<file path="src/rtl/core/mbse_pkg.sv">
// Package for the monochrome sprite expander: screen constants, register
// indexes, configuration and queue entry types. No dependencies.
package mbse_pkg;

  // Screen and sprite geometry
  localparam int SCREEN_WIDTH    = 320;
  localparam int SCREEN_HEIGHT   = 200;
  localparam int MAX_SPRITE_SIZE = 256;

  // Depth of the queue between classifier and write sequencer
  localparam int QUEUE_DEPTH = 4;
  localparam int QPTR_W      = $clog2(QUEUE_DEPTH);
  localparam int QCNT_W      = $clog2(QUEUE_DEPTH + 1);

  // Configuration port widths
  localparam int CFG_INDEX_W = 3;
  localparam int CFG_DATA_W  = 12;

  // Register indexes
  localparam logic [CFG_INDEX_W-1:0] REG_SPRITE_X      = 3'd0;
  localparam logic [CFG_INDEX_W-1:0] REG_SPRITE_Y      = 3'd1;
  localparam logic [CFG_INDEX_W-1:0] REG_SPRITE_WIDTH  = 3'd2;
  localparam logic [CFG_INDEX_W-1:0] REG_SPRITE_HEIGHT = 3'd3;
  localparam logic [CFG_INDEX_W-1:0] REG_FG_COLOR      = 3'd4;

  typedef struct packed {
    logic signed [11:0] sprite_x;
    logic signed [11:0] sprite_y;
    logic [8:0]         sprite_width;
    logic [8:0]         sprite_height;
    logic [7:0]         fg_color;
  } cfg_t;

  // One classified byte: visible pixel mask, offset of bit 0, color
  typedef struct packed {
    logic [7:0]  mask;
    logic [15:0] base;
    logic [7:0]  color;
  } entry_t;

endpackage

</file>
<file path="src/rtl/core/mbse_front.sv">
// Front end: tracks sprite row and byte column, classifies each accepted
// byte into a mask of on-screen pixels and a base offset. Uses mbse_pkg.
module mbse_front (
  input  logic                clk,
  input  logic                rst,
  input  mbse_pkg::cfg_t      cfg,
  input  logic                accept,
  input  logic [7:0]          bitmap_byte,
  input  logic                first_byte,
  output logic                entry_valid,
  output mbse_pkg::entry_t    entry
);

  logic [4:0] byte_column;
  logic [7:0] sprite_row;
  logic [4:0] byte_column_next;
  logic [7:0] sprite_row_next;

  logic [4:0]         col_e;
  logic [7:0]         row_e;
  logic [8:0]         width;
  logic [5:0]         row_bytes;
  logic               row_ok;
  logic               col_ok;
  logic signed [13:0] px0;
  logic signed [13:0] py;
  logic               py_ok;
  logic [31:0]        row_prod;
  logic [7:0]         mask;

  // Restart position on a first byte
  always_comb begin
    col_e = first_byte ? 5'd0 : byte_column;
    row_e = first_byte ? 8'd0 : sprite_row;
  end

  // Clamp width and derive bytes per row
  always_comb begin
    if (cfg.sprite_width > 9'(mbse_pkg::MAX_SPRITE_SIZE)) begin
      width = 9'(mbse_pkg::MAX_SPRITE_SIZE);
    end else begin
      width = cfg.sprite_width;
    end
    row_bytes = 6'((10'(width) + 10'd7) >> 3);
  end

  // Screen position of this byte's row and first pixel
  always_comb begin
    row_ok   = 9'(row_e) < cfg.sprite_height;
    col_ok   = 6'(col_e) < row_bytes;
    px0      = 14'(cfg.sprite_x) + $signed({6'd0, col_e, 3'd0});
    py       = 14'(cfg.sprite_y) + $signed({6'd0, row_e});
    py_ok    = !py[13] && (py[12:0] < 13'(mbse_pkg::SCREEN_HEIGHT));
    row_prod = 32'(py[12:0]) * 32'(mbse_pkg::SCREEN_WIDTH);
  end

  // Keep set bits that are inside the sprite and on screen
  always_comb begin
    logic [7:0]         sx_pix;
    logic signed [13:0] px;
    for (int b = 0; b < 8; b++) begin
      sx_pix  = {col_e, 3'(b)};
      px      = px0 + 14'(b);
      mask[b] = bitmap_byte[b] && (9'(sx_pix) < width) &&
                !px[13] && (px[12:0] < 13'(mbse_pkg::SCREEN_WIDTH)) &&
                row_ok && col_ok && py_ok;
    end
  end

  // Hand bytes with visible pixels to the queue
  always_comb begin
    entry_valid = accept && (mask != 8'd0);
    entry.mask  = mask;
    entry.base  = row_prod[15:0] + {{2{px0[13]}}, px0};
    entry.color = cfg.fg_color;
  end

  // Advance column, then row, after every byte
  always_comb begin
    byte_column_next = byte_column;
    sprite_row_next  = sprite_row;
    if (accept) begin
      if (7'(col_e) + 7'd1 >= 7'(row_bytes)) begin
        byte_column_next = 5'd0;
        if (9'(row_e) + 9'd1 == cfg.sprite_height) begin
          sprite_row_next = 8'd0;
        end else begin
          sprite_row_next = row_e + 8'd1;
        end
      end else begin
        byte_column_next = col_e + 5'd1;
        sprite_row_next  = row_e;
      end
    end
  end

  always_ff @(posedge clk) begin
    if (rst) begin
      byte_column <= 5'd0;
      sprite_row  <= 8'd0;
    end else begin
      byte_column <= byte_column_next;
      sprite_row  <= sprite_row_next;
    end
  end

endmodule

</file>
<file path="src/rtl/core/mbse_queue.sv">
// Short register queue of classified bytes between front and back ends.
// Uses mbse_pkg for depth and entry type.
module mbse_queue (
  input  logic             clk,
  input  logic             rst,
  input  logic             wr_en,
  input  mbse_pkg::entry_t wr_data,
  input  logic             rd_en,
  output mbse_pkg::entry_t rd_data,
  output logic             q_full,
  output logic             q_empty
);

  mbse_pkg::entry_t slots [mbse_pkg::QUEUE_DEPTH];
  logic [mbse_pkg::QPTR_W-1:0] head;
  logic [mbse_pkg::QPTR_W-1:0] tail;
  logic [mbse_pkg::QCNT_W-1:0] count;

  assign q_full  = count == mbse_pkg::QCNT_W'(mbse_pkg::QUEUE_DEPTH);
  assign q_empty = count == '0;
  assign rd_data = slots[head];

  // Store incoming entries
  always_ff @(posedge clk) begin
    if (wr_en) begin
      slots[tail] <= wr_data;
    end
  end

  // Advance pointers and fill count
  always_ff @(posedge clk) begin
    if (rst) begin
      head  <= '0;
      tail  <= '0;
      count <= '0;
    end else begin
      if (wr_en) begin
        tail <= tail + 1'b1;
      end
      if (rd_en) begin
        head <= head + 1'b1;
      end
      case ({wr_en, rd_en})
        2'b10:   count <= count + 1'b1;
        2'b01:   count <= count - 1'b1;
        default: count <= count;
      endcase
    end
  end

endmodule

</file>
<file path="src/rtl/core/mbse_back.sv">
// Back end: walks the pixel mask of one queued byte, one framebuffer write per
// cycle unless stalled, into a registered result stage. Uses mbse_pkg entry type.
module mbse_back (
  input  logic             clk,
  input  logic             rst,
  input  logic             q_empty,
  input  mbse_pkg::entry_t q_head,
  output logic             q_pop,
  input  logic             pop,
  output logic             empty,
  output logic [15:0]      pixel_offset,
  output logic [7:0]       pixel_color,
  output logic             last_of_byte
);

  logic        w_valid;
  logic [7:0]  w_mask;
  logic [15:0] w_base;
  logic [7:0]  w_color;
  logic        o_valid;

  logic        emit;
  logic [2:0]  idx;
  logic [7:0]  rest;
  logic        w_done;

  // Pick the leftmost remaining pixel
  always_comb begin
    idx = 3'd0;
    for (int b = 7; b >= 0; b--) begin
      if (w_mask[b]) begin
        idx = 3'(b);
      end
    end
    rest   = w_mask & ~(8'd1 << idx);
    emit   = w_valid && (!o_valid || pop);
    w_done = !w_valid || (emit && (rest == 8'd0));
    q_pop  = w_done && !q_empty;
  end

  assign empty = !o_valid;

  // Load the next byte or drop the pixel just written
  always_ff @(posedge clk) begin
    if (rst) begin
      w_valid <= 1'b0;
    end else if (q_pop) begin
      w_valid <= 1'b1;
    end else if (emit) begin
      w_valid <= rest != 8'd0;
    end
  end

  always_ff @(posedge clk) begin
    if (q_pop) begin
      w_mask  <= q_head.mask;
      w_base  <= q_head.base;
      w_color <= q_head.color;
    end else if (emit) begin
      w_mask <= rest;
    end
  end

  // Hold the result until it is taken
  always_ff @(posedge clk) begin
    if (rst) begin
      o_valid <= 1'b0;
    end else if (emit) begin
      o_valid <= 1'b1;
    end else if (pop) begin
      o_valid <= 1'b0;
    end
  end

  always_ff @(posedge clk) begin
    if (emit) begin
      pixel_offset <= w_base + 16'(idx);
      pixel_color  <= w_color;
      last_of_byte <= rest == 8'd0;
    end
  end

endmodule

</file>
<file path="src/rtl/core/mono_bitmap_sprite_expander_top.sv">
// Top level of the monochrome sprite expander: configuration registers,
// front end, queue and back end. Uses mbse_pkg, mbse_front, mbse_queue, mbse_back.
//
//   channel   handshake              payload
//   input     push / full            bitmap_byte, first_byte
//   result    empty / pop            pixel_offset, pixel_color, last_of_byte
//   config    cfg_valid / cfg_ready  cfg_index, cfg_data
//
// A byte is taken every cycle while the four-entry queue has room; bytes
// with no visible pixel leave nothing in the queue.
// The back end writes one pixel per cycle unless its result stage stalls, one
// write per visible pixel of a byte (up to 8); that sequencer sets the sustained rate.
// Reset clears counters, queue and result stage; no clearing pass.
// A stalled result stage holds its write and lets the queue fill behind it.
module mono_bitmap_sprite_expander_top (
  input  logic                             clk,
  input  logic                             rst,
  input  logic                             push,
  output logic                             full,
  input  logic [7:0]                       bitmap_byte,
  input  logic                             first_byte,
  output logic                             empty,
  input  logic                             pop,
  output logic [15:0]                      pixel_offset,
  output logic [7:0]                       pixel_color,
  output logic                             last_of_byte,
  input  logic                             cfg_valid,
  output logic                             cfg_ready,
  input  logic [mbse_pkg::CFG_INDEX_W-1:0] cfg_index,
  input  logic [mbse_pkg::CFG_DATA_W-1:0]  cfg_data
);

  mbse_pkg::cfg_t   cfg;
  mbse_pkg::entry_t fe_entry;
  mbse_pkg::entry_t q_head;
  logic             fe_valid;
  logic             accept;
  logic             q_pop;
  logic             q_empty;

  assign cfg_ready = 1'b1;
  assign accept    = push && !full;

  // Write configuration registers
  always_ff @(posedge clk) begin
    if (rst) begin
      cfg.sprite_x      <= 12'sd0;
      cfg.sprite_y      <= 12'sd0;
      cfg.sprite_width  <= 9'd8;
      cfg.sprite_height <= 9'd8;
      cfg.fg_color      <= 8'd15;
    end else if (cfg_valid && cfg_ready) begin
      case (cfg_index)
        mbse_pkg::REG_SPRITE_X:      cfg.sprite_x      <= $signed(cfg_data);
        mbse_pkg::REG_SPRITE_Y:      cfg.sprite_y      <= $signed(cfg_data);
        mbse_pkg::REG_SPRITE_WIDTH:  cfg.sprite_width  <= cfg_data[8:0];
        mbse_pkg::REG_SPRITE_HEIGHT: cfg.sprite_height <= cfg_data[8:0];
        mbse_pkg::REG_FG_COLOR:      cfg.fg_color      <= cfg_data[7:0];
        default: ;
      endcase
    end
  end

  mbse_front u_front (
    .clk         (clk),
    .rst         (rst),
    .cfg         (cfg),
    .accept      (accept),
    .bitmap_byte (bitmap_byte),
    .first_byte  (first_byte),
    .entry_valid (fe_valid),
    .entry       (fe_entry)
  );

  mbse_queue u_queue (
    .clk     (clk),
    .rst     (rst),
    .wr_en   (fe_valid),
    .wr_data (fe_entry),
    .rd_en   (q_pop),
    .rd_data (q_head),
    .q_full  (full),
    .q_empty (q_empty)
  );

  mbse_back u_back (
    .clk          (clk),
    .rst          (rst),
    .q_empty      (q_empty),
    .q_head       (q_head),
    .q_pop        (q_pop),
    .pop          (pop),
    .empty        (empty),
    .pixel_offset (pixel_offset),
    .pixel_color  (pixel_color),
    .last_of_byte (last_of_byte)
  );

endmodule

</file>
<file path="config.mk">
export PLATFORM = sky130hd
export DESIGN_NAME = mono_bitmap_sprite_expander_top
export DESIGN_NICKNAME = d
export VERILOG_FILES = /design/src/rtl/core/mbse_pkg.sv /design/src/rtl/core/mbse_front.sv /design/src/rtl/core/mbse_queue.sv /design/src/rtl/core/mbse_back.sv /design/src/rtl/core/mono_bitmap_sprite_expander_top.sv
export SDC_FILE = /design/constraint.sdc
export NUM_CORES = 1
export LEC_CHECK = 0
export ABC_AREA = 1
export ABC_CLOCK_PERIOD_IN_PS = 10550
export BUFFER_PORTS_ARGS = -buffer_cell sky130_fd_sc_hd__buf_2
export CORE_ASPECT_RATIO = 0.75
export CORE_MARGIN = 2
export CORE_UTILIZATION = 50
export DETAILED_ROUTE_END_ITERATION = 12
export GPL_ROUTABILITY_DRIVEN = 0
export GPL_TIMING_DRIVEN = 1
export PLACE_DENSITY = 0.67
export RECOVER_POWER = 100
export SYNTH_ARGS = -nofsm -noshare
export SYNTH_HDL_FRONTEND = slang
export SYNTH_HIERARCHICAL = 1
export SYNTH_SLANG_ARGS = --single-unit
</file>
<file path="constraint.sdc">
create_clock -name clk -period 10.55 [get_ports clk]
set_input_delay 0.5275 -clock clk [delete_from_list [all_inputs] [get_ports clk]]
set_output_delay 0.5275 -clock clk [all_outputs]
set_load 0.05 [all_outputs]
</file>
# Yosys cells after proc, flatten, opt, wreduce, memory -nomap -nowiden

Memory sizes are Yosys's and may differ from the RTL's. A register that Yosys moved wholly into a read port is not among the register bits.
Index checks and enable logic that the tools add are counted.
W data, S select, Z words.

$add $sub $neg: 20
Multiply operators: 1
Divide/modulo/power cells: 0
Order comparisons: 21
Equality and inequality tests: 8
Shift operators: 1
Multiplexer cells: 25
Bitwise logic cells: 2
Reductions and logical operators: 82

Operator list:

| cell                    | count |
|---|---|
| $lt A13 B9 Y1 const B   | 8 |
| $lt A8 B9 Y1            | 9 |
| $add A14 B4 Y14 const B | 4 |
| $logic_and A1 B1 Y1     | 54 |
| $mux W8                 | 5 |
| $add A14 B3 Y14 const B | 2 |
| $add A12 B9 Y13         | 2 |
| $mux W3                 | 8 |
| $add A16 B16 Y16        | 1 |
| $add A16 B3 Y16         | 1 |
| $reduce_bool A8 Y1      | 2 |
| $add A14 B2 Y14 const B | 1 |
| $logic_not A1 Y1        | 13 |
| $lt A13 B8 Y1 const B   | 1 |
| $mul A13 B3 Y10 const B | 1 |
| $mux W5                 | 2 |
| $reduce_and A2 Y1       | 5 |
| $add A8 B1 Y9 const B   | 1 |
| $add A9 B3 Y9 const B   | 1 |
| $eq A9 B9 Y1            | 1 |
| $gt A9 B9 Y1 const B    | 1 |
| $mux W9                 | 1 |
| $add A8 B1 Y8 const B   | 1 |
| $and A8 B8 Y8           | 1 |
| other kinds (21)        | 34 |

Flip-flop bits (word level): 129
Latch bits: 0
Bits in writable memories: 128
Memory bits (read-only): 0
Bits of input ports: 29
Output and inout port bits: 28
Word-level logic and storage cells: 179
Memories: 1

Memory list:

| memory        | words | width | read ports | clocked after Yosys merged registers in | wr ports | line             | RTL |
|---|---|---|---|---|---|---|---|
| u_queue.slots | 4     | 32    | 1          | 1                                       | 1        | mbse_queue.sv:14 | `mbse_pkg::entry_t slots [mbse_pkg::QUEUE_DEPTH];` |

# Longest topological paths before layout

Gate-level depths: netlist (run 1).

Word-level depth: 17
Gate-level depth with buffers: 34
Depth with buffers taken out: 34

# Cells and area by module

The synthesis (run 1) kept the hierarchy.

By module, submodules not included:

| module                          | instances | cells each | area each (sq um) | seq. area each (sq um) |
|---|---|---|---|---|
| mbse_queue                      | 1         | 367        | 5221.3            | 4023.9 |
| mbse_front                      | 1         | 756        | 4299.1            | 260.2 |
| mbse_back                       | 1         | 212        | 2556.2            | 1751.7 |
| mono_bitmap_sprite_expander_top | 1         | 297        | 2053.2            | 1001.0 |

# Worst setup path after synthesis (run 1)

No wires, ideal clock.

Path type: input-to-reg
Start: input port first_byte
End: memory u_queue/slots[0][23] (netlist name), data pin
Setup time: 0.272 ns
Arrival: 3.795 ns
Path slack: 6.483 ns
Cell stages on the path: 20
Buffers on the path: 1
Cells stage by stage: buf_2 nor2_1 ha_1 fa_1 nand2_1 nand2_1 nand3b_1 nand2_1 ha_1 inv_1 fa_1 o21ai_0 xnor2_1 inv_1 ha_1 nand2_1 nor2_1 a211oi_1 o21ai_1 xor2_1

RTL lines:

| element         | line                                  | RTL |
|---|---|---|
| start, declared | mono_bitmap_sprite_expander_top.sv:21 | `input logic first_byte,` |
| end, declared   | mbse_queue.sv:14                      |  |

==> key figures, run 1 <==
Outcome
  – Status: complete, but fails checks
  – Failing checks: capacitance limit, slew limit

Layout
  – FILL cells: approximately 2500
  – Finished Cell Area: between 15000 and 20000 sq um
  – Area growth, synth to finish: 8.70%
  – Diode count: 0
  – Multi-input logic area: 5910 sq um
  – Sequential Area: 7040 sq um
  – Layout Cells excl Fill: between 2000 and 2500
  – Total Nets Final: 1772
  – Fraction of layout instances using a drive strength above 1: under 10%

Setup path
  – Critical path launch point type: flip-flop
  – Setup crit end: u_back/w_mask[3]$_DFFE_PP_
  – Terminus of the critical flop-to-flop path: u_back/w_mask[3]$_DFFE_PP_
  – Reg2Reg Depth: 6
  – Critical-path maximum fanout: 65
  – Setup slack, reg-to-reg: 4.19 ns
  – CP Data Required Time: 10.84 ns
  – Setup CP Type: flip-flop to flip-flop
  – Critical path arrival: ~6.7 ns
  – Crit path capture type: flip-flop

Clocking
  – CTS root buf: clkbuf_16
  – # H-tree levels: 1
  – Post-CTS Setup Bufs: 0
  – Clock insertion delay at the later pin of the skew report: 0.55 ns
  – PostCTS Resize Cnt: 0
  – CTS Sinks: about 260
  – Hold buffers post-CTS: 0
  – Clock buffer count from CTS: 27
  – Clock transition at path regs: ~0.06 ns
  – Clk buf depth: 3
  – CTS tree: built

STA
  – Clock skew: 0.0211 ns
  – Fin crit period: approximately 6.4 ns
  – Slew margin rel.: -83.6%
  – RSZ-0062 raised after global routing: false
  – Endpoints failing hold: 0
  – Setup TNS: 0 ns
  – Fmax: 157 MHz
  – Fin crit share: roughly three fifths
  – Worst-Margin Slew: 2.75 ns
  – Max-slew violation count: roughly 280
  – Final setup vio count: 0

Detailed routing
  – Wire per inst: between 15 and 20 um
  – # DRC: 0
  – DRT antenna net count: 0
  – Final wirelength: 33.2 mm
  – Via count: 11171
  – Initial DRC count: about 1100
  – Drt first pass iters: 6
  – DR vias/cell: 5.38

Yosys
  – Register area share after synthesis: 49.8%
  – Avg Cell Area, Syn: between 8 and 9 sq um
  – Dominant cells by area after synthesis: edfxtp_1 (39%), dfxtp_1 (10%), nand2_1 (8.4%)
  – Ys Warns: 6
  – Asr flop ratio synth: 0%
  – Synthesized Nets: between 1500 and 2000
  – Cell variety after synth: 50
  – Post-synth EDFFs: 185
  – Yosys top cell area share: between 30% and 40%
  – Commonest cells in the netlist: nand2_1 (318), nor2_1 (246), inv_1 (193), edfxtp_1 (185), nand3_1 (131)
  – Cell taking the most area after synthesis: edfxtp_1
  – Mapped cell area: approximately 14000 sq um
  – Ys flop type: edfxtp_1
  – Yosys reg bits: between 200 and 300
  – Cells after Synth: about 1600
  – Most numerous cell in the Yosys netlist: nand2_1

GRT
  – Vias in the first global route: 10036
  – Total Routing Usage GR: 22.6%
  – Largest net degree at the start of global routing: between 60 and 70
  – Antenna violations before repair: 0
  – Wire length of the first global-routing pass: 52.5 mm
  – Remaining Overflow, GRT: 0

Placement
  – Hpwl dp: 24.0 mm
  – Total placed instance area: 14600 sq um
  – Port Buffers: 55
  – Placed Cells incl. Taps: 2028

Floorplanning
  – DIE AREA: 29600 sq um
  – Initial cell density of the core: 50.6%
  – CORE AREA: 27900 sq um
  – Chip Height: 150 um
  – # rows: 53
  – I/O Pins: 57
  – Die Wd: between 150 and 200 um

Power and ir drop
  – Pwr dens: about 230 nW/um^2
  – Leak pwr: 6.56 nW
  – Peak VDD IR: 0.123 mV

Run
  – Max-Cap Viols: 8

Hold path
  – Tightest Hold Check Type: input pin to flip-flop
==> kinds of logic (layout without fill, tap and decap cells) <==
logic type	count (synthesis)	after routing	share of synthesized area, %
other	1	1	0.0265
adders and majority gates	71	71	6.50
and+or+nand+nor	788	788	24.3
DFF	259	259	49.8
muxes	1	1	0.0708
AOI/OAI and AO/OA	215	215	8.61
xor gates and xnor gates	44	44	2.73
buffers and inverters	253	314	8.00
==> cell usage in the layout, fill, tap and decap left out, drive strengths merged, types with 2 or more instances in the layout <==
cell and instances:
nor3 17, clkbuf 68, o21a 11, nand3b 6, a21o 5, or2 2
fa 4, dfxtp 74, ha 67, xor2 30, a21oi 51, clkinv 10
buf 29, bufinv 2, xnor2 14, and2 2, o21ai 98, a22oi 5
nand4 16, edfxtp 185, nor2 266, o22ai 32, nor4 6, clkinvlp 4
nand3 134, o211ai 6, inv 201, a211oi 2, nand2 339
==> layout make-up <==
| type | count | area share, % |
|---|---|---|
| flip-flops and latches | 259 | 45.8 |
| multi-input cells | 1120 | 38.5 |
| inverters | 201 | 4.94 |
| clock buffers | 34 | 4.84 |
| well taps | 385 | 3.14 |
| repair buffers | 63 | 1.81 |
| clock inverters | 16 | 1.00 |
==> critical path, cell delays in order (launching register included) <==
cell	delay, ns
dfxtp_1	0.31
clkbuf_1	1.93
clkinvlp_2	2.71
o21ai_0	0.71
o22ai_1	0.17
nand3_1	0.12
nand2_1	0.06
==> routing by layer <==
metal | global-route usage (%) | vias up | share of wire, %
li1 | - | 5502 | -
met1 | 33.9 | 5213 | 48
met2 | 34.1 | 407 | 42
met4 | 4.32 | 0 | 1.5
met3 | 4.37 | 49 | 8.3
met5 | 0 | - | 0
==> registers in the layout, indices dropped and copies added (netlist names), named ones only <==
name / count
u_queue/slots: 128
cfg: 50
u_back/pixel_offset: 16
u_back/w_base: 16
u_back/pixel_color: 8
u_back/w_color: 8
u_back/w_mask: 8
u_front/sprite_row: 8
u_front/byte_column: 5
u_queue/count: 3
u_queue/head: 2
u_queue/tail: 2
u_back/last_of_byte: 1
u_back/o_valid: 1
u_back/w_valid: 1
==> how the worst min path moves through the flow <==
stage | startpoint | end | depth (start not counted)
after global placement | u_back/w_color[5]$_DFFE_PP_ | u_back/pixel_color[5]$_DFFE_PP_ | 0
after CTS | cfg_data[0] | cfg[0]$_SDFFE_PP1P_ | 3
after global routing | cfg_data[0] | cfg[0]$_SDFFE_PP1P_ | 3
after floorplan | u_back/w_color[0]$_DFFE_PP_ | u_back/pixel_color[0]$_DFFE_PP_ | 0
after detailed placement | u_back/w_color[3]$_DFFE_PP_ | u_back/pixel_color[3]$_DFFE_PP_ | 0
final | cfg_data[0] | cfg[0]$_SDFFE_PP1P_ | 3
==> power breakdown <==
| group | leakage (nW) | total (mW) | internal, mW | switching, mW |
|---|---|---|---|---|
| logic | 3.81 | 1.05 | 0.271 | 0.782 |
| clock network | 0.435 | 0.945 | 0.552 | 0.393 |
| registers | 2.32 | 1.49 | 1.40 | 0.0929 |
==> per-stage QoR <==
step	hold WS [ns]	utilization, %	power, mW	setup slack [ns]
floorplan	0.400	-	2.33	6.48
global placement	0.402	52.2	2.57	5.93
detailed placement	0.406	52.2	2.59	5.83
CTS	0.173	55.4	3.54	5.99
global route	0.182	55.0	3.69	3.43
finish	0.194	55.0	3.49	4.19
Power figures use the tool's default switching activity.
==> inputs of run 2 (changes only) <==
--- a/config.mk
+++ b/config.mk
@@ -6,7 +6,7 @@
 export NUM_CORES = 1
 export LEC_CHECK = 0
 export ABC_AREA = 1
-export ABC_CLOCK_PERIOD_IN_PS = 10550
+export ABC_CLOCK_PERIOD_IN_PS = 6010
 export BUFFER_PORTS_ARGS = -buffer_cell sky130_fd_sc_hd__buf_2
 export CORE_ASPECT_RATIO = 0.75
 export CORE_MARGIN = 2
==> constraint.sdc (replaced) <==
create_clock -name clk -period 6.01 [get_ports clk]
set_input_delay 0.3005 -clock clk [delete_from_list [all_inputs] [get_ports clk]]
set_output_delay 0.3005 -clock clk [all_outputs]
set_load 0.05 [all_outputs]
==> key figures, run 2 (synthesis gave the netlist of run 1 again) <==
Clocking
  – Clock transition at path regs: 0.06 ns (about the same)
  – # H-tree levels: 1 (unchanged)
  – Clk buf depth: 3 (unchanged)
  – Clock buffer count from CTS: 27 (unchanged)
  – Post-CTS Setup Bufs: 0 (unchanged)
  – Clock insertion delay at the later pin of the skew report: 0.54 ns (was 0.55 ns)
  – CTS Sinks: 259 (unchanged)
  – CTS root buf: clkbuf_16 (unchanged)
  – CTS tree: built (unchanged)

STA
  – Fin Hold WS: 0.0692 ns (was 0.194 ns)
  – RSZ-0062 raised after global routing: false (unchanged)
  – Fin crit share: 81.9% (was 60.3%)
  – Setup TNS: 0 ns (unchanged)
  – Fin crit period: 4.92 ns (was 6.36 ns)
  – Final setup vio count: 0 (unchanged)
  – Fmax: 203 MHz (was 157 MHz)
  – Max-slew violation count: 94 (was 283)
  – Slew margin rel.: -93.1% (was -83.6%)
  – Worst setup slack after layout: 1.09 ns (was 4.19 ns)
  – Worst-Margin Slew: 2.90 ns (was 2.75 ns)
  – Endpoints failing hold: 0 (unchanged)
  – Clock skew: 0.0133 ns (was 0.0211 ns)

Layout
  – Top Registers: u_queue/slots: 128 flops, cfg: 50 flops (unchanged)
  – Number of flip-flops under the largest register name: 128 (unchanged)
  – Finished Cell Area: 15400 sq um (about the same)
  – Largest reg by FF count: u_queue/slots (unchanged)
  – Final core utilization: 55.3% (was 55.0%)
  – Sequential Area: 7040 sq um (unchanged)
  – FILL cells: 2500 (was 2545)
  – Multi-input logic area: 5910 sq um (about the same)
  – Fraction of layout instances using a drive strength above 1: 7.43% (was 6.97%)
  – Commonest non-fill, non-tap cell in the layout: nand2_1 (unchanged)
  – Total Nets Final: 1775 (was 1772)
  – Layout Cells excl Fill: 2081 (was 2078)
  – Area growth, synth to finish: 9.18% (was 8.70%)
  – Most frequent cells in the layout: nand2_1 (325), nor2_1 (247), inv_1 (194), edfxtp_1 (185), nand3_1 (132) (was nand2_1 (324), nor2_1 (247), inv_1 (194), edfxtp_1 (185), nand3_1 (132))
  – Diode count: 0 (unchanged)

Placement
  – Port Buffers: 55 (unchanged)
  – Hpwl dp: 24.1 mm (was 24.0 mm)
  – Pre-CTS setup slack: 1.49 ns (was 5.83 ns)
  – Total placed instance area: 14600 sq um (unchanged)
  – Placed Cells incl. Taps: 2028 (unchanged)

GRT
  – Vias in the first global route: 10213 (was 10036)
  – Total Routing Usage GR: 22.9% (was 22.6%)
  – Antenna violations before repair: 0 (unchanged)
  – Largest net degree at the start of global routing: 66 (unchanged)
  – Remaining Overflow, GRT: 0 (unchanged)
  – Wire length of the first global-routing pass: 53.4 mm (was 52.5 mm)

Detailed routing
  – Final wirelength: 33.4 mm (was 33.2 mm)
  – Initial DRC count: 1012 (was 1121)
  – # DRC: 0 (unchanged)
  – DRT antenna net count: 0 (unchanged)
  – DR vias/cell: 5.35 (was 5.38)
  – Via count: 11123 (was 11171)
  – Wire per inst: 16.0 um (about the same)
  – Drt first pass iters: 6 (unchanged)

Setup path
  – Crit-path max cell delay: 0.90 ns (was 2.71 ns)
  – Slowest stage cell, crit path: nor3_1 (was clkinvlp_2)
  – Critical path arrival: 5.40 ns (was 6.66 ns)
  – Setup CP Type: flip-flop to flip-flop (unchanged)
  – Crit path capture type: flip-flop (unchanged)
  – CP Data Required Time: 6.48 ns (was 10.84 ns)
  – Cell-by-cell trace of the critical path: nor4_1 > nand2_1 > nand2_1 > nand2_1 > xor2_1 > ha_1 > a21oi_1 > o211ai_1 > a21oi_1 > nor2_1 > nor3_1 > nand4_1 > nor3_2 > nor2_1 > a21oi_2 > inv_1 > ha_1 > inv_1 > fa_1 > a21oi_1 (was clkbuf_1 > clkinvlp_2 > o21ai_0 > o22ai_1 > nand3_1 > nand2_1)
  – Top delay family on crit path: simple AND/OR/NAND/NOR gates (was buffers and inverters)
  – CP Buf/Inv Count: 2 (unchanged)
  – Critical path launch point type: flip-flop (unchanged)
  – Critical-path maximum fanout: 8 (was 65)

Power and ir drop
  – Leak pwr: 6.62 nW (was 6.56 nW)
  – Pwr dens: 400 nW/um^2 (was 227 nW/um^2)
  – Post-route total power: 6.17 mW (was 3.49 mW)
  – Peak VDD IR: 0.239 mV (was 0.123 mV)

Floorplanning
  – I/O Pins: 57 (unchanged)
  – Die Wd: 198 um (unchanged)
  – Chip Height: 150 um (unchanged)
  – Initial cell density of the core: 50.6% (unchanged)
  – DIE AREA: 29600 sq um (unchanged)
  – # rows: 53 (unchanged)
  – CORE AREA: 27900 sq um (unchanged)

Outcome
  – Failing checks: capacitance limit, slew limit (unchanged)
  – Status: complete, but fails checks (unchanged)

Run
  – Max-Cap Viols: 3 (was 8)

Hold path
  – Tightest Hold Check Type: input pin to flip-flop (unchanged)
[run 2: cell types whose count changed in the layout (fill, tap and decap cells not counted), sizes merged]
| cell | previous run | this run |
|---|---|---|
| clkinvlp | 4 | 1 |
| clkbuf | 68 | 66 |
| clkinv | 10 | 8 |
| buf | 29 | 33 |
| bufinv | 2 | 3 |
| inv | 201 | 203 |
| dlygate4sd3 | 0 | 3 |
[run 2: where the power goes]
part	switching, mW	total (mW)	internal (mW)	leakage, nW
Clock	0.691	1.69	1.00	0.453
Combinational	1.39	1.86	0.479	3.84
Sequential	0.165	2.61	2.45	2.32
Total	2.24	6.17	3.93	6.62
[run 2: worst min-delay path, cell delays in order]
cell and delay (ns):
buf_2 0.07, or2_2 0.12, a21oi_1 0.06
[run 2: path summary, 6_finish.rpt]
| check | startpoint | to | slack (ns) | cells past startpoint |
|---|---|---|---|---|
| setup reg to reg | cfg[21]$_SDFFE_PP0P_ | u_queue/count[1]$_SDFFE_PP0P_ | 1.09 | 20 |
| setup / recovery | cfg[21]$_SDFFE_PP0P_ | u_queue/count[1]$_SDFFE_PP0P_ | 1.09 | 20 |
| hold reg to reg | u_back/w_color[7]$_DFFE_PP_ | u_back/pixel_color[7]$_DFFE_PP_ | 0.42 | 0 |
| hold / removal | pop | u_back/o_valid$_SDFFE_PP0P_ | 0.07 | 3 |
[run 2: final cells by class]
class / instances / share of cell area, %
sequential: 259 / 45.6
multi-input combinational: 1120 / 38.3
inverter: 201 / 4.96
clock buffer: 36 / 4.79
tap: 385 / 3.12
timing repair buffer: 66 / 2.09
clock inverter: 14 / 1.10
[run 2: per-layer routing]
metal | routed length (um) | vias up | global-route usage, % | share of wire, %
met2 | 13700 | 434 | 33.9 | 41
met3 | 2980 | 49 | 4.44 | 8.9
met5 | 0 | - | 0 | 0
li1 | - | 5509 | - | -
met4 | 754 | 0 | 5.94 | 2.3
met1 | 15900 | 5131 | 34.3 | 48
[run 2: what timing repair did]
action | CTS | global route
hold buffers | 3 | 0
hold endpoints to repair | 3 | 0
gates resized for setup | 0 | 0
